--- src/sv/ptna_pkg.sv ---
// ----------------------------------------------------------------------------
// ptna_pkg
// Shared constants, codes and controller/datapath interface types for the
// page table node allocator.
// ----------------------------------------------------------------------------
package ptna_pkg;

   localparam int MAX_NODES  = 1024;
   localparam int NODE_BYTES = 4096;
   localparam int MAX_BATCH  = 8;

   localparam int NODE_SHIFT = $clog2(NODE_BYTES);
   localparam int IDX_W      = $clog2(MAX_NODES) + 1;   // holds MAX_NODES itself
   localparam int LINK_AW    = $clog2(MAX_NODES);
   localparam int CNT_W      = 4;
   localparam int SLOT_W     = 3;
   localparam int ADDR_W     = 64;
   localparam int CMD_W      = 2;
   localparam int STAT_W     = 2;

   localparam int REQ_DATA_W = 72;
   localparam int REQ_USER_W = 2;
   localparam int RSP_DATA_W = 72;
   localparam int RSP_USER_W = 3;
   localparam int CSR_AW     = 4;
   localparam int CSR_DW     = 64;

   localparam logic [IDX_W-1:0] LIST_EMPTY    = '1;
   localparam logic [IDX_W-1:0] MAX_NODES_IDX = IDX_W'(MAX_NODES);
   localparam logic [CNT_W-1:0] MAX_BATCH_CNT = CNT_W'(MAX_BATCH);

   // request kinds
   localparam logic [CMD_W-1:0] CMD_ALLOC = 2'd0;
   localparam logic [CMD_W-1:0] CMD_FREE  = 2'd1;
   localparam logic [CMD_W-1:0] CMD_FLUSH = 2'd2;

   // result status codes
   localparam logic [STAT_W-1:0] ST_ALLOC    = 2'd0;
   localparam logic [STAT_W-1:0] ST_DONE     = 2'd1;
   localparam logic [STAT_W-1:0] ST_OVERSIZE = 2'd2;
   localparam logic [STAT_W-1:0] ST_BAD_ADDR = 2'd3;

   // register indexes
   localparam logic REG_AREA_START = 1'b0;
   localparam logic REG_NODE_COUNT = 1'b1;

   typedef struct packed {
      logic              load;        // capture request beat
      logic              batch_init;  // slot to zero, clear flush mark
      logic              flush;       // empty list, top back to node one
      logic              restart;     // batch restarts: slot zero, set mark
      logic              rd_link;     // read next link of list head
      logic              take_bump;   // emit bump node, advance top
      logic              take_pop;    // emit head node, head takes link
      logic              calc_off;    // register offset from area start
      logic              push;        // link freed node in as new head
      logic              emit;        // emit a status-only result
      logic [STAT_W-1:0] emit_code;
   } ptna_cmd_type;

   typedef struct packed {
      logic [CMD_W-1:0] cmd;
      logic             count_zero;
      logic             oversize;
      logic             head_valid;
      logic             bump_ok;
      logic             batch_last;
      logic             free_bad;
      logic             out_ready;
   } ptna_stat_type;

endpackage

--- src/sv/ptna_csr.sv ---
// ----------------------------------------------------------------------------
// ptna_csr
// Configuration registers: area start address and node count.
// ----------------------------------------------------------------------------
module ptna_csr (
   input  logic                          clock,
   input  logic                          reset,
   input  logic                          csr_psel,
   input  logic                          csr_penable,
   input  logic                          csr_pwrite,
   input  logic [ptna_pkg::CSR_AW-1:0]   csr_paddr,
   input  logic [ptna_pkg::CSR_DW-1:0]   csr_pwdata,
   output logic [ptna_pkg::CSR_DW-1:0]   csr_prdata,
   output logic                          csr_pready,
   output logic [ptna_pkg::ADDR_W-1:0]   area_start,
   output logic [ptna_pkg::IDX_W-1:0]    node_count
);
   import ptna_pkg::*;

   logic [ADDR_W-1:0] area_start_ff, area_start_in;
   logic [IDX_W-1:0]  node_count_ff, node_count_in;
   logic              wr_en;
   logic              reg_sel;

   assign wr_en   = csr_psel & csr_penable & csr_pwrite & csr_pready;
   assign reg_sel = csr_paddr[3];

   always_comb begin
      area_start_in = area_start_ff;
      node_count_in = node_count_ff;
      if (wr_en) begin
         case (reg_sel)
            REG_AREA_START: area_start_in = csr_pwdata;
            REG_NODE_COUNT: node_count_in = csr_pwdata[IDX_W-1:0];
            default:        area_start_in = area_start_ff;
         endcase
      end
   end

   always_ff @(posedge clock) begin
      if (reset) begin
         area_start_ff <= '0;
         node_count_ff <= MAX_NODES_IDX;
      end else begin
         area_start_ff <= area_start_in;
         node_count_ff <= node_count_in;
      end
   end

   always_comb begin
      case (reg_sel)
         REG_AREA_START: csr_prdata = area_start_ff;
         REG_NODE_COUNT: csr_prdata = CSR_DW'(node_count_ff);
         default:        csr_prdata = '0;
      endcase
   end

   assign csr_pready = 1'b1;
   assign area_start = area_start_ff;
   assign node_count = node_count_ff;

endmodule

--- config.mk ---
export PLATFORM = sky130hd
export DESIGN_NAME = ptna_csr
export DESIGN_NICKNAME = d
export VERILOG_FILES = /design/src/sv/ptna_pkg.sv /design/src/sv/ptna_csr.sv
export SDC_FILE = /design/constraint.sdc
export NUM_CORES = 1
export LEC_CHECK = 0
export BUFFER_PORTS_ARGS = -buffer_cell sky130_fd_sc_hd__buf_2
export CAP_MARGIN = 25
export CORE_ASPECT_RATIO = 1.5
export CORE_UTILIZATION = 45
export CTS_BUF_LIST = sky130_fd_sc_hd__clkbuf_8 sky130_fd_sc_hd__clkbuf_16
export CTS_CLUSTER_DIAMETER = 150
export DETAILED_ROUTE_END_ITERATION = 16
export PLACE_DENSITY = 0.78
export SLEW_MARGIN = 20
export SYNTH_ARGS = -nofsm -noshare
export SYNTH_HDL_FRONTEND = slang
export SYNTH_SLANG_ARGS = --single-unit
--- constraint.sdc ---
create_clock -name clock -period 1.2 [get_ports clock]
set_input_delay 0.12 -clock clock [delete_from_list [all_inputs] [get_ports clock]]
set_output_delay 0.12 -clock clock [all_outputs]
set_load 0.01 [all_outputs]
==> results of run 1 <==
[metrics by stage]
step	instances	setup slack (ns)	hold slack [ns]	util (%)
floorplan	388	0.2536	0.2753	-
global placement	676	0.05177	0.3810	60.59
detailed placement	676	-0.01618	0.3896	60.59
CTS	692	0.002617	0.03951	64.41
global route	692	0.0005800	0.04549	64.67
finish	692	0.03004	0.04466	64.67
[Yosys cell counts]
cell type    n
mux2_2      11
nor2b_1     53
buf_2        3
dfxtp_1     75
mux2i_1     75
nor2_1       2
buf_6        7
nand4_1      1
buf_4        2
nand2b_1   138
conb_1       1
and4b_1      1
clkbuf_1    19
[layer usage]
| layer | routed length [µm] | part of all wire, % | vias up |
|---|---|---|---|
| met5 | 0 | 0 | - |
| met4 | 125 | 1.4 | 0 |
| met3 | 505 | 5.8 | 10 |
| met2 | 4596 | 53 | 118 |
| met1 | 3488 | 40 | 1463 |
| li1 | - | - | 1625 |
[final cells by class]
type / instances / area (µm²)
Clock buffer: 12 / 266.5
Sequential cell: 75 / 1513
Tap cell: 105 / 131.4
Multi-Input combinational cell: 282 / 2105
Timing Repair Buffer: 214 / 1155
Clock inverter: 4 / 41.29
Fill cell: 678 / 2846
[state kept, by name, summed over array words and instances, names as in the netlist]
register and count:
node_count 11, area_start 64
[repair_timing]
item,in CTS,in global routing
buffers inserted,0,0
resized for setup,0,11
setup endpoints to repair,0,7
[power by group through the flow]
stage / Clock (mW) / Sequential, mW / Combinational [mW]
detailed placement: 0 / 2.64 / 0.615
CTS: 2.76 / 2.59 / 0.616
global route: 2.89 / 2.59 / 0.667
floorplan: 0 / 2.66 / 0.344
global placement: 0 / 2.64 / 0.599
finish: 2.71 / 2.59 / 0.611
[worst max-delay path: cells and delay by family (launching register included)]
family / cells / cell delay [ns]
buf+inv: 1 / 0.12
flops: 1 / 0.33
mux: 1 / 0.27
[cell families after synthesis]
kind of cell / after synthesis / synth area share [%]
other: 1 / 0.09924
DFF: 75 / 39.74
muxes: 86 / 23.15
and+or+nand+nor: 195 / 32.25
buffers and inverters: 31 / 4.768
[path summary, 6_finish.rpt]
| kind | slack [ns] | startpoint | cells past startpoint | endpoint |
|---|---|---|---|---|
| max | 0.03 | area_start[8]$_SDFFE_PP0P_ | 2 | csr_prdata[8] |
| min | 0.04 | csr_pwdata[14] | 3 | area_start[14]$_SDFFE_PP0P_ |
| max reg2reg | 0.53 | area_start[11]$_SDFFE_PP0P_ | 2 | area_start[11]$_SDFFE_PP0P_ |
| min reg2reg | 0.48 | area_start[44]$_SDFFE_PP0P_ | 2 | area_start[44]$_SDFFE_PP0P_ |
==> results.json, run 1 <==
{
  "status": "complete, no violations",
  "drc": 0,
  "grt_pass1_wl_um": 13530,
  "clkSinkCount": 75,
  "critPathKind": "reg2out",
  "dp_hpwl_um": 6264,
  "layout_common_cells": "207 x buf_2, 138 x nand2b_1, 75 x mux2i_1",
  "finalCritPeriodShare_pct": 97.50,
  "setup_tns_ns": 0,
  "syn-cell-area_um2": 3779,
  "design.die.area_um2": 8775,
  "grtUsageMet3_pct": 5.339,
  "critPathCaptureType": "output pin",
  "io_buffers": 208,
  "synthTopCellsByArea": "dfxtp_1 40%, nand2b_1 23%, mux2i_1 20%, nor2b_1 8.8%, mux2_2 3.3%",
  "synth_cells": 388,
  "synth_nets": 461,
  "pin_count": 213,
  "hold_violations": 0,
  "power.internal_mw": 4.635,
  "cpPeakStageDelay_ns": 0.33,
  "slowest_stage": "dfxtp_2",
  "yosysTopAreaCell": "dfxtp_1",
  "n_antenna_cell": 0,
  "placed_area_um2": 4882,
  "drv_slew": 0,
  "die_w_um": 76.82,
  "wl_per_cell_um": 12.60,
  "max_freq_mhz": 854.7,
  "grt_max_degree": 72,
  "yosys_warnings": 0,
  "clk_latency_ns": 0.32,
  "gp_congestion": 0.7545,
  "drt_pass1_iterations": 4,
  "htreeDepth": 3,
  "power.switching_mw": 1.271,
  "swShare_pct": 21.52,
  "setup_viol": 0,
  "ant_nets": 0,
  "cts_buffer_depth": 2,
  "synthDistinctLibCells": 13,
  "die_h_um": 114.2,
  "power_frac_seq_pct": 43.8,
  "syn_to_final_growth_pct": 37.91,
  "final_cell_area_um2": 5211,
  "period_minus_slack_ns": 1.170,
  "met1_usage_pct": 20.74,
  "total_power_mw": 5.907,
  "ctsHoldBuffers": 0,
  "grt_pass1_vias": 2992,
  "skew_ns": 0,
  "grt_use_met2_pct": 35.48,
  "clkTransAtPathRegs_ns": 0.06,
  "busiest_layer": "met2",
  "synth-seq-cells": 75,
  "combPwrFrac_pct": 10.3,
  "cts-buffers-inserted": 9,
  "seq_area_frac_synth_pct": 39.74,
  "dr_total_vias": 3216,
  "p_clk_share_pct": 45.8,
  "layout_commonest_cell": "buf_2",
  "overflow": 0,
  "power_density_nw_per_um2": 1133,
  "core_um2": 8058,
  "antenna_found_initial": 0,
  "viasPerCell": 4.647,
  "cts_tree": "built",
  "drv_cap": 0,
  "worst_hold_path_type": "in2reg",
  "path_cells": "mux2_4, buf_6",
  "track_usage_pct": 19.27,
  "leakagePower_nw": 2.556,
  "cts-root-buf": "clkbuf_16",
  "synth_top_cell_area_share_pct": 39.74,
  "drt-initial-drc-count": 94,
  "worst_ep_arrival_time_ns": 1.05,
  "vdd_ir_drop_max_uv": 704.5,
  "worstPathMaxFanout": 3,
  "start_util_pct": 46.89,
  "start_kind": "register",
  "required_ns": 1.08,
  "layout.nets": 655,
  "routed_wl_um": 8716,
  "postSynthAreaPerCell_um2": 9.739,
  "drive_gt1_share_pct": 42.25,
  "num_rows": 40,
  "grt_setup_unrepaired": "no"
}
Power figures use the tool's default switching activity.
==> inputs of run 2 (changes only) <==
--- a/config.mk
+++ b/config.mk
@@ -8,11 +8,12 @@
 export BUFFER_PORTS_ARGS = -buffer_cell sky130_fd_sc_hd__buf_2
 export CAP_MARGIN = 25
 export CORE_ASPECT_RATIO = 1.5
-export CORE_UTILIZATION = 45
+export CORE_UTILIZATION = 40
 export CTS_BUF_LIST = sky130_fd_sc_hd__clkbuf_8 sky130_fd_sc_hd__clkbuf_16
 export CTS_CLUSTER_DIAMETER = 150
 export DETAILED_ROUTE_END_ITERATION = 16
-export PLACE_DENSITY = 0.78
+export PLACE_DENSITY = 0.74
+export REMOVE_ABC_BUFFERS = 1
 export SLEW_MARGIN = 20
 export SYNTH_ARGS = -nofsm -noshare
 export SYNTH_HDL_FRONTEND = slang
==> constraint.sdc (replaced) <==
create_clock -name clock -period 1 [get_ports clock]
set_input_delay 0.1 -clock clock [delete_from_list [all_inputs] [get_ports clock]]
set_output_delay 0.1 -clock clock [all_outputs]
set_load 0.01 [all_outputs]
==> results.json, run 2 (synthesized netlist as in run 1, its figures left out) <==
{
  "status": "finished, violations left",
  "violations": "setup timing",
  "design.die.area_um2": 9847,
  "cts_buffer_depth": 2,
  "grt_pass1_vias": 3302,
  "routed_wl_um": 11330,
  "drt_pass1_iterations": 6,
  "syn_to_final_growth_pct": 69.90,
  "power_density_nw_per_um2": 1098,
  "final_cells": 762,
  "worst_hold_path_type": "in2reg",
  "setup_tns_ns": -2.649,
  "drive_gt1_share_pct": 61.69,
  "layout_common_cells": "146 x buf_2, 138 x nand2b_1, 87 x buf_6",
  "gp_congestion": 0.7591,
  "required_ns": 0.90,
  "layout.nets": 718,
  "clkTransAtPathRegs_ns": 0.06,
  "critPathKind": "reg2out",
  "drv_cap": 0,
  "dp_slack_ns": -0.1567,
  "track_usage_pct": 20.10,
  "grt_pass1_wl_um": 14980,
  "worstPathMaxFanout": 2,
  "max_freq_mhz": 861.3,
  "ant_nets": 0,
  "grt_max_degree": 68,
  "wl_per_cell_um": 14.86,
  "layout_commonest_cell": "buf_2",
  "skew_ns": 0,
  "die_w_um": 81.36,
  "pin_count": 213,
  "core_um2": 9200,
  "num_rows": 43,
  "cts-buffers-inserted": 9,
  "n_antenna_cell": 0,
  "clkSinkCount": 75,
  "total_power_mw": 7.051,
  "largest_reg_flops": 64,
  "drc": 0,
  "cts_tree": "built",
  "clk_latency_ns": 0.33,
  "antenna_found_initial": 0,
  "cts-root-buf": "clkbuf_16",
  "dp.cells": 695,
  "setup_ws_ns": -0.1610,
  "die_h_um": 121.0,
  "worst_ep_arrival_time_ns": 1.06,
  "ctsHoldBuffers": 0,
  "post-route-util_pct": 69.78,
  "start_util_pct": 41.07,
  "setup_viol": 58,
  "hold_violations": 0,
  "critPathCaptureType": "output pin",
  "drv_slew": 0,
  "vdd_ir_drop_max_uv": 917.3,
  "dr_total_vias": 3593,
  "leakagePower_nw": 2.997,
  "start_kind": "register",
  "htreeDepth": 3,
  "reg2reg_depth": 4,
  "dp_hpwl_um": 6890,
  "io_buffers": 208,
  "period_minus_slack_ns": 1.161,
  "viasPerCell": 4.715,
  "overflow": 0,
  "finalCritPeriodShare_pct": 116.1,
  "worstHoldPathCells": 3,
  "drt-initial-drc-count": 117,
  "grt_setup_unrepaired": "yes"
}
-- run 2: cell type report --
| cell class | instances | area, µm² |
|---|---|---|
| timing repair buffer | 277 | 2111 |
| sequential | 75 | 1594 |
| clock inverter | 5 | 21.27 |
| multi-input combinational | 282 | 2301 |
| clock buffer | 11 | 252.7 |
| tap | 112 | 140.1 |
| fill | 661 | 2780 |
-- run 2: worst max-delay path, stage by stage, from the launching register on --
cell,delay [ns]
dfxtp_2,0.32
mux2_4,0.28
buf_6,0.12
-- run 2: metal layers --
metal,GRT usage [%],vias up,wire length [µm]
met4,9.710,0,299
met1,20.54,1717,4139
met3,4.286,21,501
met5,0,-,0
met2,37.19,107,6385
li1,-,1748,-
-- run 2: final timing paths --
kind / start / endpoint / slack [ns]
worst min-delay path: csr_pwdata[46] / area_start[46]$_SDFFE_PP0P_ / 0.02
worst max-delay path: area_start[2]$_SDFFE_PP0P_ / csr_prdata[2] / -0.16
worst max register to register: area_start[61]$_SDFFE_PP0P_ / area_start[61]$_SDFFE_PP0P_ / 0.18
worst min register to register: area_start[7]$_SDFFE_PP0P_ / area_start[7]$_SDFFE_PP0P_ / 0.48
-- run 2: repair_timing --
action / CTS / global route
cloned: 0 / 0
setup buffers: 39 / 15
endpoints found under the setup margin: 70 / 88
endpoints found under the hold margin: 0 / 0
gates resized for setup: 119 / 84
-- run 2: metrics by stage --
stage	area, µm²	hold slack, ns
after floorplan	3598	0.2464
after global placement	4981	0.3595
after detailed placement	4981	0.3670
after CTS	5892	0.006930
after global routing	6420	0.02670
final	6420	0.01969
-- run 2: report_power, final --
part	internal (mW)	switching (mW)
sequential	3.07	0.0509
clock	1.78	1.17
combinational	0.555	0.428
==> inputs of run 3 (changes only) <==
--- a/config.mk
+++ b/config.mk
@@ -12,6 +12,8 @@
 export CTS_BUF_LIST = sky130_fd_sc_hd__clkbuf_8 sky130_fd_sc_hd__clkbuf_16
 export CTS_CLUSTER_DIAMETER = 150
 export DETAILED_ROUTE_END_ITERATION = 16
+export HOLD_SLACK_MARGIN = 0.06
+export MAX_ROUTING_LAYER = met4
 export PLACE_DENSITY = 0.74
 export REMOVE_ABC_BUFFERS = 1
 export SLEW_MARGIN = 20
==> results.json, run 3 (synthesized netlist as in run 1, its figures left out) <==
{
  "start_util_pct": 41.07,
  "cts_tree": "built",
  "worst_ep_arrival_time_ns": 1.10,
  "wl_per_cell_um": 17.34,
  "layout_commonest_cell": "nand2b_1",
  "layout_common_cells": "138 x nand2b_1, 136 x buf_2, 99 x buf_6",
  "syn_to_final_growth_pct": 91.29,
  "core_um2": 9200,
  "power_density_nw_per_um2": 1021,
  "die_h_um": 121.0,
  "cts-buffers-inserted": 9,
  "r2r_start": "area_start[54]$_SDFFE_PP0P_",
  "fillers": 518,
  "viasPerCell": 4.864,
  "multiInputGateArea_um2": 2351,
  "design.die.area_um2": 9847,
  "dr_total_vias": 4037,
  "dp_slack_ns": -0.1567,
  "io_buffers": 208,
  "critPathKind": "reg2out",
  "skew_ns": 0,
  "worstHoldStart": "csr_penable",
  "setup_viol": 65,
  "hold_violations": 0,
  "p_clk_share_pct": 40.6,
  "vdd_ir_drop_max_uv": 851.7,
  "htreeDepth": 3,
  "num_rows": 43,
  "dp.cells": 695,
  "track_usage_pct": 24.64,
  "drc": 0,
  "worstPathMaxFanout": 3,
  "clkTransAtPathRegs_ns": 0.05,
  "setup_ws_ns": -0.1957,
  "startpoint": "area_start[17]$_SDFFE_PP0P_",
  "holdWs_ns": 0.2372,
  "n_antenna_cell": 0,
  "power.internal_mw": 5.593,
  "cts-root-buf": "clkbuf_16",
  "power_frac_seq_pct": 42.3,
  "leakagePower_nw": 3.308,
  "power.switching_mw": 1.787,
  "grt_setup_unrepaired": "yes",
  "max_freq_mhz": 836.3,
  "worst_hold_path_type": "in2reg",
  "drt-initial-drc-count": 113,
  "largest_reg_flops": 64,
  "drive_gt1_share_pct": 57.10,
  "final_cells": 830,
  "pin_count": 213,
  "grt_pass1_vias": 3878,
  "routed_wl_um": 14400,
  "antenna_found_initial": 0,
  "period_minus_slack_ns": 1.196,
  "setup_tns_ns": -3.587,
  "clk_latency_ns": 0.33,
  "start_kind": "register",
  "cts_buffer_depth": 2,
  "status": "finished, violations left",
  "drt_pass1_iterations": 4,
  "layout.nets": 786,
  "grt_pass1_wl_um": 17810,
  "swShare_pct": 24.21,
  "required_ns": 0.90,
  "grt_max_degree": 68,
  "ant_nets": 0,
  "combPwrFrac_pct": 17.1,
  "dp_hpwl_um": 6890,
  "clkSinkCount": 75,
  "die_w_um": 81.36,
  "gp_congestion": 0.7690,
  "seqCellArea_um2": 1594,
  "drv_cap": 0,
  "drv_slew": 0,
  "finalCritPeriodShare_pct": 119.6,
  "violations": "setup timing",
  "critPathCaptureType": "output pin",
  "overflow": 0
}
run 3: cell count changes in the layout (fill, tap and decap cells not counted), moves of 2 or more:
cell	change
dlygate4sd3_1	+64
buf_6	+12
buf_2	-10
nor2b_4	+6
nor2b_1	-5
mux2_2	-2
mux2_4	+2
run 3: layout make-up:
class / instances / area share, %
clock buffers: 11 / 3.497
clock inverters: 5 / 0.2943
flip-flops and latches: 75 / 22.05
well taps: 112 / 1.939
repair buffers: 345 / 39.69
multi-input cells: 282 / 32.53
run 3: final timing paths:
path / slack, ns / endpoint / cells past startpoint
hold / removal: 0.24 / node_count[2]$_SDFFE_PP0P_ / 4
setup / recovery: -0.20 / csr_prdata[17] / 2
hold reg to reg: 0.48 / area_start[7]$_SDFFE_PP0P_ / 2
setup reg to reg: 0.14 / area_start[54]$_SDFFE_PP0P_ / 4
run 3: power by group through the flow:
| stage | logic [mW] | clock network [mW] | registers, mW |
|---|---|---|---|
| after floorplan | 0.326 | 0 | 3.19 |
| after global placement | 0.758 | 0 | 3.16 |
| after detailed placement | 0.772 | 0 | 3.17 |
| after CTS | 1.08 | 3.02 | 3.11 |
| after global routing | 1.33 | 3.18 | 3.13 |
| final | 1.26 | 2.99 | 3.12 |
run 3: stage by stage:
stage	area, µm²	power, mW	util [%]
floorplan	3598	3.518	-
global route	7228	7.639	78.57
finish	7228	7.379	78.57
global placement	4981	3.922	54.14
detailed placement	4981	3.940	54.14
CTS	6533	7.210	71.01
run 3: per-layer routing:
layer  vias up  global-route usage [%]  wire length, µm
met1      1914                   22.47             5013
met2       167                   44.84             7880
li1       1885                       -                -
met3        71                   4.962              683
met4         0                   15.74              818
met5         -                       -                0
run 3: worst max-delay path, cell delays in order (launching register included):
cell	delay, ns
dfxtp_2	0.36
nor2b_1	0.22
buf_2	0.18
run 3: repair_timing:
| action | in CTS | in global routing |
|---|---|---|
| resized for setup | 119 | 115 |
| setup endpoints to repair | 70 | 89 |
| endpoints found under the hold margin | 70 | 0 |
| hold buffers | 64 | 0 |
| gates cloned | 0 | 1 |
| buffers inserted | 39 | 18 |
