### config.mk
export PLATFORM = sky130hd
export DESIGN_NAME = ptna_ctrl
export DESIGN_NICKNAME = d
export VERILOG_FILES = /design/src/sv/ptna_pkg.sv /design/src/sv/ptna_ctrl.sv
export SDC_FILE = /design/constraint.sdc
export NUM_CORES = 1
export LEC_CHECK = 0
export BUFFER_PORTS_ARGS = -buffer_cell sky130_fd_sc_hd__buf_2
export CAP_MARGIN = 10
export CORE_AREA = 2 2 39 41
export CTS_CLUSTER_SIZE = 14
export DETAILED_ROUTE_END_ITERATION = 16
export DIE_AREA = 0 0 41 43
export GPL_ROUTABILITY_DRIVEN = 0
export GPL_TIMING_DRIVEN = 0
export PLACE_DENSITY_LB_ADDON = 0.3
export SETUP_SLACK_MARGIN = 0.4
export SYNTH_ARGS = -nofsm -noshare
export SYNTH_HDL_FRONTEND = slang
export SYNTH_SLANG_ARGS = --single-unit
### constraint.sdc
create_clock -name clock -period 3.2 [get_ports clock]
set_input_delay 0.48 -clock clock [delete_from_list [all_inputs] [get_ports clock]]
set_output_delay 0.48 -clock clock [all_outputs]
set_load 0.01 [all_outputs]
### src/sv/ptna_pkg.sv
// ----------------------------------------------------------------------------
// ptna_pkg
// Shared constants, codes and controller/datapath interface types for the
// page table node allocator.
// ----------------------------------------------------------------------------
package ptna_pkg;

   localparam int MAX_NODES  = 1024;
   localparam int NODE_BYTES = 4096;
   localparam int MAX_BATCH  = 8;

   localparam int NODE_SHIFT = $clog2(NODE_BYTES);
   localparam int IDX_W      = $clog2(MAX_NODES) + 1;   // holds MAX_NODES itself
   localparam int LINK_AW    = $clog2(MAX_NODES);
   localparam int CNT_W      = 4;
   localparam int SLOT_W     = 3;
   localparam int ADDR_W     = 64;
   localparam int CMD_W      = 2;
   localparam int STAT_W     = 2;

   localparam int REQ_DATA_W = 72;
   localparam int REQ_USER_W = 2;
   localparam int RSP_DATA_W = 72;
   localparam int RSP_USER_W = 3;
   localparam int CSR_AW     = 4;
   localparam int CSR_DW     = 64;

   localparam logic [IDX_W-1:0] LIST_EMPTY    = '1;
   localparam logic [IDX_W-1:0] MAX_NODES_IDX = IDX_W'(MAX_NODES);
   localparam logic [CNT_W-1:0] MAX_BATCH_CNT = CNT_W'(MAX_BATCH);

   // request kinds
   localparam logic [CMD_W-1:0] CMD_ALLOC = 2'd0;
   localparam logic [CMD_W-1:0] CMD_FREE  = 2'd1;
   localparam logic [CMD_W-1:0] CMD_FLUSH = 2'd2;

   // result status codes
   localparam logic [STAT_W-1:0] ST_ALLOC    = 2'd0;
   localparam logic [STAT_W-1:0] ST_DONE     = 2'd1;
   localparam logic [STAT_W-1:0] ST_OVERSIZE = 2'd2;
   localparam logic [STAT_W-1:0] ST_BAD_ADDR = 2'd3;

   // register indexes
   localparam logic REG_AREA_START = 1'b0;
   localparam logic REG_NODE_COUNT = 1'b1;

   typedef struct packed {
      logic              load;        // capture request beat
      logic              batch_init;  // slot to zero, clear flush mark
      logic              flush;       // empty list, top back to node one
      logic              restart;     // batch restarts: slot zero, set mark
      logic              rd_link;     // read next link of list head
      logic              take_bump;   // emit bump node, advance top
      logic              take_pop;    // emit head node, head takes link
      logic              calc_off;    // register offset from area start
      logic              push;        // link freed node in as new head
      logic              emit;        // emit a status-only result
      logic [STAT_W-1:0] emit_code;
   } ptna_cmd_type;

   typedef struct packed {
      logic [CMD_W-1:0] cmd;
      logic             count_zero;
      logic             oversize;
      logic             head_valid;
      logic             bump_ok;
      logic             batch_last;
      logic             free_bad;
      logic             out_ready;
   } ptna_stat_type;

endpackage

### src/sv/ptna_ctrl.sv
// ----------------------------------------------------------------------------
// ptna_ctrl
// Allocator controller: decodes each request and sequences batch pops,
// bumps, mid-batch flushes, frees and flushes through the datapath.
// ----------------------------------------------------------------------------
module ptna_ctrl (
   input  logic                    clock,
   input  logic                    reset,
   input  logic                    req_tvalid,
   output logic                    req_tready,
   output ptna_pkg::ptna_cmd_type  ctl,
   input  ptna_pkg::ptna_stat_type sts
);
   import ptna_pkg::*;

   localparam logic [2:0] S_IDLE     = 3'd0;
   localparam logic [2:0] S_DECODE   = 3'd1;
   localparam logic [2:0] S_FREE_CHK = 3'd2;
   localparam logic [2:0] S_NODE     = 3'd3;
   localparam logic [2:0] S_POP      = 3'd4;

   logic [2:0] state_ff, state_in;

   assign req_tready = (state_ff == S_IDLE);

   always_comb begin
      state_in = state_ff;
      ctl      = '0;
      case (state_ff)
         S_IDLE: begin
            if (req_tvalid) begin
               ctl.load = 1'b1;
               state_in = S_DECODE;
            end
         end
         S_DECODE: begin
            case (sts.cmd)
               CMD_ALLOC: begin
                  if (sts.count_zero) begin
                     state_in = S_IDLE;
                  end else if (sts.oversize) begin
                     if (sts.out_ready) begin
                        ctl.emit      = 1'b1;
                        ctl.emit_code = ST_OVERSIZE;
                        state_in      = S_IDLE;
                     end
                  end else begin
                     ctl.batch_init = 1'b1;
                     state_in       = S_NODE;
                  end
               end
               CMD_FREE: begin
                  ctl.calc_off = 1'b1;
                  state_in     = S_FREE_CHK;
               end
               CMD_FLUSH: begin
                  if (sts.out_ready) begin
                     ctl.flush     = 1'b1;
                     ctl.emit      = 1'b1;
                     ctl.emit_code = ST_DONE;
                     state_in      = S_IDLE;
                  end
               end
               default: state_in = S_IDLE;
            endcase
         end
         S_FREE_CHK: begin
            if (sts.out_ready) begin
               ctl.emit = 1'b1;
               if (sts.free_bad) begin
                  ctl.emit_code = ST_BAD_ADDR;
               end else begin
                  ctl.push      = 1'b1;
                  ctl.emit_code = ST_DONE;
               end
               state_in = S_IDLE;
            end
         end
         S_NODE: begin
            if (sts.head_valid) begin
               ctl.rd_link = 1'b1;
               state_in    = S_POP;
            end else if (sts.bump_ok) begin
               if (sts.out_ready) begin
                  ctl.take_bump = 1'b1;
                  if (sts.batch_last) begin
                     state_in = S_IDLE;
                  end
               end
            end else begin
               // area exhausted: flush and restart the batch
               ctl.flush   = 1'b1;
               ctl.restart = 1'b1;
            end
         end
         S_POP: begin
            if (sts.out_ready) begin
               ctl.take_pop = 1'b1;
               state_in     = sts.batch_last ? S_IDLE : S_NODE;
            end
         end
         default: state_in = S_IDLE;
      endcase
   end

   always_ff @(posedge clock) begin
      if (reset) begin
         state_ff <= S_IDLE;
      end else begin
         state_ff <= state_in;
      end
   end

endmodule

==> results of run 1 <==
[critical path, stage by stage, from the launching register on]
cell,delay (ns)
dfxtp_1,0.30
buf_6,0.14
nor4b_2,0.44
a21oi_1,0.15
o21ai_0,0.16
buf_2,0.15
[worst max-delay path by stage]
| stage | slack (ns) | start | cells after the start | endpoint |
|---|---|---|---|---|
| after floorplan | 1.49 | sts[7] | 3 | ctl[2] |
| after global placement | 1.28 | sts[7] | 5 | ctl[2] |
| after detailed placement | 1.27 | sts[7] | 5 | ctl[2] |
| after CTS | 1.16 | state_ff[2] | 5 | ctl[2] |
| after global routing | 1.07 | state_ff[2] | 5 | ctl[2] |
| final | 1.16 | state_ff[2] | 5 | ctl[2] |
[cell usage after synthesis, types with 2 or more instances]
cell      instances
nor2_1            6
nand2_1           4
and3_1            3
dfxtp_1           3
nor3_1            3
nor3b_1           3
a221oi_1          2
buf_6             2
inv_1             2
nand3_1           2
o21ai_0           2
[per-layer routing]
metal	wire [um]	vias to the layer above	part of all wire, %	GRT usage, %
li1	-	242	-	-
met1	423	208	44	14.7
met2	471	15	49	18.4
met3	54	2	5.6	3.14
met4	13	0	1.4	8.00
met5	0	-	0	0
[kinds of logic after synthesis]
group | count (synthesis)
buffers and inverters | 5
and+or+nand+nor | 29
AOI/OAI and AO/OA | 12
DFF | 3
[power by group]
part | internal (mW) | leakage (nW) | switching, mW | total, mW
clock | 0.0466 | 0.0150 | 0.0175 | 0.0641
sequential | 0.0416 | 0.0246 | 0.00407 | 0.0457
combinational | 0.0351 | 0.238 | 0.0405 | 0.0756
[cell type report]
type / count / area, sq um
multi-input cells: 41 / 275
flip-flops and latches: 3 / 60.1
well taps: 16 / 20.0
plain buffers: 3 / 26.3
inverters: 2 / 7.51
repair buffers: 23 / 115
fillers: 156 / 853
clock buffers: 4 / 26.3
==> results.md, run 1 <==
* Status: complete, no violations
* Largest family of logic cells by synthesized area: simple AND/OR/NAND/NOR gates
* Register area share after synthesis at 16.3%
* RSZ-0062 raised after global routing: no
* Fraction of synthesized cell area in xor and xnor cells at 0%
* F_max at 0.490 GHz
* Area share of the largest cell type after synthesis at 16.3%
* I/O Buffers at 23
* Nets at 89
* Initial antenna violation count at 0
* Period Utilization, post-route at 63.8%
* Post-CTS Hold Fix Bufs at 0
* Post-place setup slack at 1.27 ns
* Final WL at 962 um
* Worst Clk Skew at 0.000175 ns
* Dpl cell area at 504 sq um
* Yosys warnings at 0
* Design area at 531 sq um
* Actual transition at the worst max-transition pin at 0.439 ns
* Post-cts sizing count at 0
* ANT cells at 0
* P_leak at 0.277 nW
* Min Tclk post-route at 2.04 ns
* Placed Cells incl. Taps at 88
* Worst hold-check path type: input pin to register
* Smallest hold slack at 0.449 ns
* Total GRT Usage at 12.3%
* CTS Buf Count at 3
* Later-pin clock latency in the skew report at 0.23 ns
* Top reg by flops: state_ff
* CTS max path bufs at 2
* TritonCTS clock tree: yes
* #FFs+latches synth at 3
* Min-delay src: reset
* Tot Pwr at 0.185 mW
* Routed via count at 467
* GRT overflow at 0
* Beginning of the worst register-to-register path: state_ff[0]
* Die Wd at 41 um
* Vias per Instance at 5.08
* Clock root cell: clkbuf_4
* Largest net degree at the start of global routing at 11
* Drt first pass iters at 6
* Adder-Cell Fraction of Synth Area at 0%
* Synth area leaders: dfxtp_1 16%, buf_6 6.1%, nor2_1 6.1%
* RR Endpoint: state_ff[0]
* Min-Delay Endpoint: state_ff[1]
* Setup CP Type: register to output port
* Largest regs: state_ff: 3 flops
* Number of global-route vias before repair at 386
* Routed Antenna Nets at 0
* Iteration-0 DRC Markers at 5
* Most frequent cells in the layout: 23 x buf_2, 6 x nor2_1, 4 x nand2_1
* CP Launch Type: register
* Cell count after synthesis at 49
* Critical Path RT at 2.72 ns
* Max VDD drop at 169 uV
* DRC viols at 0
* Crit Path Max Fanout at 10
* Simple-Gate Fraction of Synth Area at 50.2%
* Final Hold Fails at 0
* Area growth, synth to finish at 43.7%
* # rows at 14
* Yosys top cell by area: dfxtp_1
* Commonest non-fill, non-tap cell in the layout: buf_2
* Average size of a mapped cell at 7.53 sq um
* Layout cell share with drive strength beyond 1 at 44.7%
* Largest register FFs at 3
* Sum Neg Setup Slack at 0 ns
* Top_reg_cell synth: dfxtp_1
* Final core utilization at 38.3%
* Crit. End Element: output port
* Mux share of post-synthesis cell area at 0%
* Full die area at 1760 sq um
* Max Slew Vio Count at 0
* Critical Path AT at 1.56 ns
* Setup bufs post-CTS at 0
* CTS clock-pin slew for the worst setup and hold paths at 0.04 ns
* Synthesized net count at 61
* Post-synth EDFFs at 0
* Global-route wire length before repair at 1460 um
* Setup slack after layout at 1.16 ns
* Max_cap viols at 0
* Core ar. at 1380 sq um
* Mapped cell area at 369 sq um
* H-tree levels at 1
* Worst r2r path cells at 5
* Wire per inst at 10.5 um
* Power per standard cell area at 349 nW/um^2
* Hold depth at 2
* Die height at 43 um
* Io pins at 25
* Compound-Gate Fraction of Synth Area at 24.4%
* Finished Layout Cells at 92
* Synth cell types at 28
* Initial Utilization at 26.7%
* Reg2Reg Setup Slack at 1.70 ns
* Worst rel slew slack at 70.6%
* Synth async-reset ratio at 0%
* Endpoints failing setup at 0
* Sinks on Clock Net at 3
* Hpwl dp at 774 um
Note: power is estimated with default switching activity, not from simulation.
==> run 2: changes to the inputs <==
==> constraint.sdc (replaced) <==
create_clock -name clock -period 1.7 [get_ports clock]
set_input_delay 0.255 -clock clock [delete_from_list [all_inputs] [get_ports clock]]
set_output_delay 0.255 -clock clock [all_outputs]
set_load 0.01 [all_outputs]
==> run 2 against run 1 <==
  * Final cell count rose by 15%
  * Clock skew rose by 0.011 ns
  * Critical path depth rose by 1
  * Design area rose by 47%
  * Power rose to 2.6 times the previous value
  * Clock power rose by 110%
  * Die area did not move
  * Count of clock-buffer cells in the layout did not move
  * Highest routed layer unchanged
==> results.md, run 2 (synthesized netlist as in run 1, its figures left out) <==
* Core ar. at 1380 sq um (unchanged)
* Switch share at 37.4% (was 33.5%)
* Final WL at 1570 um (was 962 um)
* Nets at 103 (was 89)
* Min Tclk post-route at 1.69 ns
* Clock share of power at 27.5% (was 34.6%)
* Smallest hold slack at 0.202 ns (was 0.449 ns)
* Layout cell share with drive strength beyond 1 at 73.3% (was 44.7%)
* H-tree levels at 1 (unchanged)
* RSZ-0062 raised after global routing: yes (was no)
* CTS Buf Count at 3 (unchanged)
* Initial antenna violation count at 0 (unchanged)
* DRC viols at 0 (unchanged)
* P_int at 0.301 mW (was 0.123 mW)
* Largest net degree at the start of global routing at 11 (unchanged)
* Vias per Instance at 5.25 (was 5.08)
* Power per standard cell area at 618 nW/um^2 (was 349 nW/um^2)
* Placed Cells incl. Taps at 88 (unchanged)
* Most frequent cells in the layout: 21 x buf_2, 11 x buf_4, 7 x buf_6 (was 23 x buf_2, 6 x nor2_1, 4 x nand2_1)
* Hpwl dp at 836 um (was 774 um)
* Hold depth at 2 (unchanged)
* Combinational Power Share at 54.3% (was 40.8%)
* I/O Buffers at 23 (unchanged)
* F_max at 0.590 GHz
* Worst rel slew slack at 72.3% (was 70.6%)
* Setup CP Type: register to output port (unchanged)
* Endpoints failing setup at 0 (unchanged)
* Crit. End Element: output port (unchanged)
* TritonCTS clock tree: yes (unchanged)
* Sequential share of power at 18.2% (was 24.7%)
* Worst r2r path cells at 4 (was 5)
* Critical Path AT at 1.44 ns (was 1.56 ns)
* Routed via count at 557 (was 467)
* CTS clock-pin slew for the worst setup and hold paths at 0.04 ns (about the same)
* GRT overflow at 0 (unchanged)
* Clock root cell: clkbuf_4 (unchanged)
* Setup slack after layout at 0.00636 ns (was 1.16 ns)
* P_leak at 0.381 nW (was 0.277 nW)
* Post-place setup slack at 0.238 ns (was 1.27 ns)
* Finished Layout Cells at 106 (was 92)
* Sinks on Clock Net at 3 (unchanged)
* CP Launch Type: register (unchanged)
* Final Hold Fails at 0 (unchanged)
* Area growth, synth to finish at 111% (was 43.7%)
* Wire per inst at 14.8 um (was 10.5 um)
* # rows at 14 (unchanged)
* Max Slew Vio Count at 0 (unchanged)
* Worst hold-check path type: input pin to register (unchanged)
* Period Utilization, post-route at 99.6%
* Commonest non-fill, non-tap cell in the layout: buf_2 (unchanged)
* Sum Neg Setup Slack at 0 ns (unchanged)
* Top reg by flops: state_ff (unchanged)
* Fill count at 132 (was 156)
* CTS max path bufs at 2 (unchanged)
* Drt first pass iters at 3 (was 6)
* Die height at 43 um (unchanged)
* Iteration-0 DRC Markers at 8 (was 5)
* Max_cap viols at 0 (unchanged)
* Die Wd at 41 um (unchanged)
* Actual transition at the worst max-transition pin at 0.416 ns (was 0.439 ns)
* Crit Path Max Fanout at 5 (was 10)
* Number of global-route vias before repair at 507 (was 386)
* Dpl cell area at 524 sq um (was 504 sq um)
* Full die area at 1760 sq um (unchanged)
* Total GRT Usage at 16.8% (was 12.3%)
* Design area at 778 sq um (was 531 sq um)
* Post-CTS Hold Fix Bufs at 0 (unchanged)
* Routed Antenna Nets at 0 (unchanged)
* Status: complete, no violations (unchanged)
* P_sw at 0.180 mW (was 0.0621 mW)
* Later-pin clock latency in the skew report at 0.25 ns (was 0.23 ns)
* Max VDD drop at 419 uV (was 169 uV)
* Worst Clk Skew at 0.0109 ns (was 0.000175 ns)
* Largest register FFs at 3 (unchanged)
* ANT cells at 0 (unchanged)
* Largest regs: state_ff: 3 flops (unchanged)
* Io pins at 25 (unchanged)
* Critical Path RT at 1.44 ns (was 2.72 ns)
* Global-route wire length before repair at 2030 um (was 1460 um)
* Reg2Reg Setup Slack at 0.27 ns (was 1.70 ns)
* Initial Utilization at 26.7% (unchanged)
run 2: cell types whose count changed in the layout (fill, tap and decap cells not counted), moves of 2 or more:
cell	before	now
a221oi_2	0	2
a221oi_1	2	0
buf_6	2	7
nor3_1	3	1
nor2_1	6	3
nor3b_4	0	2
dfxtp_1	3	0
nor3_4	0	2
dfxtp_2	0	2
nor3b_1	3	1
buf_4	0	11
buf_2	23	21
nor2_2	0	2
run 2: through the flow:
stage               power, mW  utilization, %
floorplan               0.188               -
global placement        0.240            37.9
detailed placement      0.241            37.9
CTS                     0.403            47.2
global route            0.506            56.2
finish                  0.481            56.2
run 2: layer usage:
layer	global-route usage [%]	vias to the layer above	wire [um]
met5	0	-	0
met4	8.00	0	44
met3	0	4	62
met2	32.5	18	917
met1	16.6	263	548
li1	-	272	-
run 2: area by class of cell:
| class | instances | area [sq um] | share of cell area (%) |
|---|---|---|---|
| timing repair buffer | 37 | 244 | 31.4 |
| inverter | 2 | 7.51 | 0.965 |
| clock buffer | 4 | 26.3 | 3.38 |
| buffer | 3 | 26.3 | 3.38 |
| sequential | 3 | 66.3 | 8.52 |
| multi-input combinational | 41 | 388 | 49.8 |
| tap | 16 | 20.0 | 2.57 |
run 2: critical path, cell delays in order, from the launching register on:
cell,delay (ns)
dfxtp_2,0.31
buf_6,0.12
nor4b_4,0.30
buf_4,0.17
a21oi_2,0.06
o21ai_2,0.10
buf_2,0.13
run 2: power groups by stage:
stage,clock network (mW),logic [mW],registers (mW)
3_3_place_gp,0,0.151,0.0890
4_1_cts,0.131,0.185,0.0869
3_5_place_dp,0,0.152,0.0890
2_1_floorplan,0,0.101,0.0871
6_report,0.132,0.261,0.0878
5_1_grt,0.139,0.278,0.0882
run 2: final timing paths:
path,to,from
worst max-delay path,ctl[2],state_ff[2]
worst min-delay path,state_ff[1],reset
worst max register to register,state_ff[0],state_ff[1]
worst min register to register,state_ff[0],state_ff[1]
run 2: timing repair:
| action | in CTS | in global routing |
|---|---|---|
| endpoints found under the setup margin | 15 | 15 |
| cloned | 0 | 0 |
| pin swaps | 8 | 6 |
| buffers inserted | 6 | 8 |
| gates resized for setup | 15 | 13 |
==> run 3: changes to the inputs <==
==> constraint.sdc (replaced) <==
create_clock -name clock -period 2 [get_ports clock]
set_input_delay 0.3 -clock clock [delete_from_list [all_inputs] [get_ports clock]]
set_output_delay 0.3 -clock clock [all_outputs]
set_load 0.01 [all_outputs]
==> run 3 against run 2 <==
  * Power down 33%
  * Design area fell by 20%
  * Sequential share of layout area rose by 1.8 points
  * Combinational power down 46%
  * Via count shrank 9.9%
  * Final cell count shrank 8.5%
  * Setup slack improved by 0.32 ns
  * Clock power shrank 23%
  * Register-to-register slack gained 0.17 ns
  * Critical endpoint unchanged
  * Largest power group unchanged
==> results.md, run 3 (synthesized netlist as in run 1, its figures left out) <==
* Max_cap viols at 0 (unchanged)
* Reg2Reg Setup Slack at 0.44 ns (was 0.27 ns)
* Commonest non-fill, non-tap cell in the layout: buf_2 (unchanged)
* Switch share at 33.3% (was 37.4%)
* Max VDD drop at 272 uV (was 419 uV)
* Final Hold Fails at 0 (unchanged)
* Min Tclk post-route at 1.67 ns
* Design area at 621 sq um (was 778 sq um)
* Area growth, synth to finish at 68.1% (was 111%)
* Final WL at 1060 um (was 1570 um)
* Max Slew Vio Count at 0 (unchanged)
* Crit. End Element: output port (unchanged)
* CP bufs+invs at 2 (was 3)
* P_int at 0.214 mW (was 0.301 mW)
* Sinks on Clock Net at 3 (unchanged)
* Die Wd at 41 um (unchanged)
* Iteration-0 DRC Markers at 6 (was 8)
* TritonCTS clock tree: yes (unchanged)
* CP Launch Type: register (unchanged)
* Global-route wire length before repair at 1660 um (was 2030 um)
* P_leak at 0.319 nW (was 0.381 nW)
* CP max stage cell: dfxtp_2 (unchanged)
* RR Endpoint: state_ff[0] (unchanged)
* Largest regs: state_ff: 3 flops (unchanged)
* Initial antenna violation count at 0 (unchanged)
* CP peak stage delay at 0.36 ns (was 0.31 ns)
* Clock share of power at 31.9% (was 27.5%)
* Routed Antenna Nets at 0 (unchanged)
* Later-pin clock latency in the skew report at 0.23 ns (was 0.25 ns)
* Worst hold-check path type: input pin to register (unchanged)
* Number of global-route vias before repair at 435 (was 507)
* Worst r2r path cells at 7 (was 4)
* Worst path top cell family by delay: flip-flops (was buffers and inverters)
* Worst Clk Skew at 0.000157 ns (was 0.0109 ns)
* Initial Utilization at 26.7% (unchanged)
* Critical Path RT at 1.70 ns (was 1.44 ns)
* Most frequent cells in the layout: 22 x buf_2, 6 x nor2_1, 4 x buf_4 (was 21 x buf_2, 11 x buf_4, 7 x buf_6)
* Finished Layout Cells at 97 (was 106)
* Placed Cells incl. Taps at 88 (unchanged)
* F_max at 0.598 GHz
* Worst rel slew slack at 73.5% (was 72.3%)
* Sequential share of power at 23.8% (was 18.2%)
* Status: complete, no violations (unchanged)
* Endpoints failing setup at 0 (unchanged)
* Setup CP Type: register to output port (unchanged)
* Largest net degree at the start of global routing at 11 (unchanged)
* CTS clock-pin slew for the worst setup and hold paths at 0.03 ns (was 0.04 ns)
* CP Cell Sequence: nor4b_4 > buf_4 > a21oi_2 > o21ai_1 > buf_2 (was buf_6 > nor4b_4 > buf_4 > a21oi_2 > o21ai_2 > buf_2)
* Routed via count at 502 (was 557)
* Dpl cell area at 504 sq um (was 524 sq um)
* Largest register FFs at 3 (unchanged)
* CTS max path bufs at 2 (unchanged)
* Total GRT Usage at 13.7% (was 16.8%)
* Top reg by flops: state_ff (unchanged)
* Crit Path Max Fanout at 8 (was 5)
* Die height at 43 um (unchanged)
* DRC viols at 0 (unchanged)
* ANT cells at 0 (unchanged)
* Full die area at 1760 sq um (unchanged)
* I/O Buffers at 23 (unchanged)
* Min-delay src: reset (unchanged)
* P_sw at 0.107 mW (was 0.180 mW)
* Nets at 94 (was 103)
* Critical Path AT at 1.37 ns (was 1.44 ns)
* H-tree levels at 1 (unchanged)
* Sum Neg Setup Slack at 0 ns (unchanged)
* Vias per Instance at 5.18 (was 5.25)
* Clock root cell: clkbuf_4 (unchanged)
* Drt first pass iters at 4 (was 3)
* # rows at 14 (unchanged)
* Power per standard cell area at 517 nW/um^2 (was 618 nW/um^2)
* Hold depth at 2 (unchanged)
* Wire per inst at 10.9 um (was 14.8 um)
* RSZ-0062 raised after global routing: yes (unchanged)
* Actual transition at the worst max-transition pin at 0.397 ns (was 0.416 ns)
* Combinational Power Share at 44.4% (was 54.3%)
* Core ar. at 1380 sq um (unchanged)
* Layout cell share with drive strength beyond 1 at 58.0% (was 73.3%)
* GRT overflow at 0 (unchanged)
* CTS Buf Count at 3 (unchanged)
* Beginning of the worst register-to-register path: state_ff[2] (was state_ff[1])
* Min-Delay Endpoint: state_ff[1] (unchanged)
* Hpwl dp at 774 um (was 836 um)
* Period Utilization, post-route at 83.7%
* Io pins at 25 (unchanged)
-- run 3: cell types whose count changed in the layout (fill, tap and decap cells not counted), sizes merged --
cell,before,now
buf,39,30
-- run 3: how the worst max path moves through the flow --
| stage | start | end | slack, ns | cells after the start |
|---|---|---|---|---|
| after global placement | state_ff[2] | ctl[2] | 0.40 | 5 |
| after global routing | state_ff[1] | ctl[2] | 0.25 | 5 |
| after floorplan | state_ff[2] | ctl[2] | 0.48 | 4 |
| after detailed placement | state_ff[2] | ctl[2] | 0.39 | 5 |
| after CTS | state_ff[2] | ctl[2] | 0.29 | 5 |
| final | state_ff[1] | ctl[2] | 0.33 | 5 |
-- run 3: layer usage --
| metal | vias up | wire [um] | global-route usage, % |
|---|---|---|---|
| met4 | 0 | 13 | 8.00 |
| met3 | 2 | 66 | 3.14 |
| met5 | - | 0 | 0 |
| met1 | 230 | 429 | 16.3 |
| met2 | 17 | 549 | 21.3 |
| li1 | 253 | - | - |
-- run 3: stage by stage --
stage	hold WS [ns]	worst slack, ns	utilization, %	power (mW)
2_1_floorplan	0.379	0.483	-	0.151
3_3_place_gp	0.503	0.396	36.4	0.195
3_5_place_dp	0.508	0.385	36.4	0.195
4_1_cts	0.259	0.289	42.6	0.314
5_1_grt	0.250	0.248	44.8	0.354
6_report	0.262	0.326	44.8	0.321
-- run 3: power by group through the flow --
stage / Clock (mW) / Combinational [mW] / Sequential (mW)
2_1_floorplan: 0 / 0.0788 / 0.0726
3_3_place_gp: 0 / 0.121 / 0.0742
3_5_place_dp: 0 / 0.121 / 0.0741
4_1_cts: 0.107 / 0.132 / 0.0748
5_1_grt: 0.120 / 0.157 / 0.0774
6_report: 0.102 / 0.142 / 0.0763
-- run 3: cell type report --
class,count,area (sq um)
sequential,3,63.8
multi-input combinational,41,305
clock buffer,4,26.3
tap,16,20.0
fill,146,763
timing repair buffer,28,171
inverter,2,7.51
buffer,3,26.3
-- run 3: timing repair --
| item | CTS | global route |
|---|---|---|
| pin swaps | 6 | 2 |
| setup endpoints to repair | 8 | 11 |
| hold buffers | 0 | 0 |
| hold endpoints to repair | 0 | 0 |
| gates resized for setup | 8 | 3 |
| setup buffers | 2 | 3 |
| cloned | 0 | 0 |
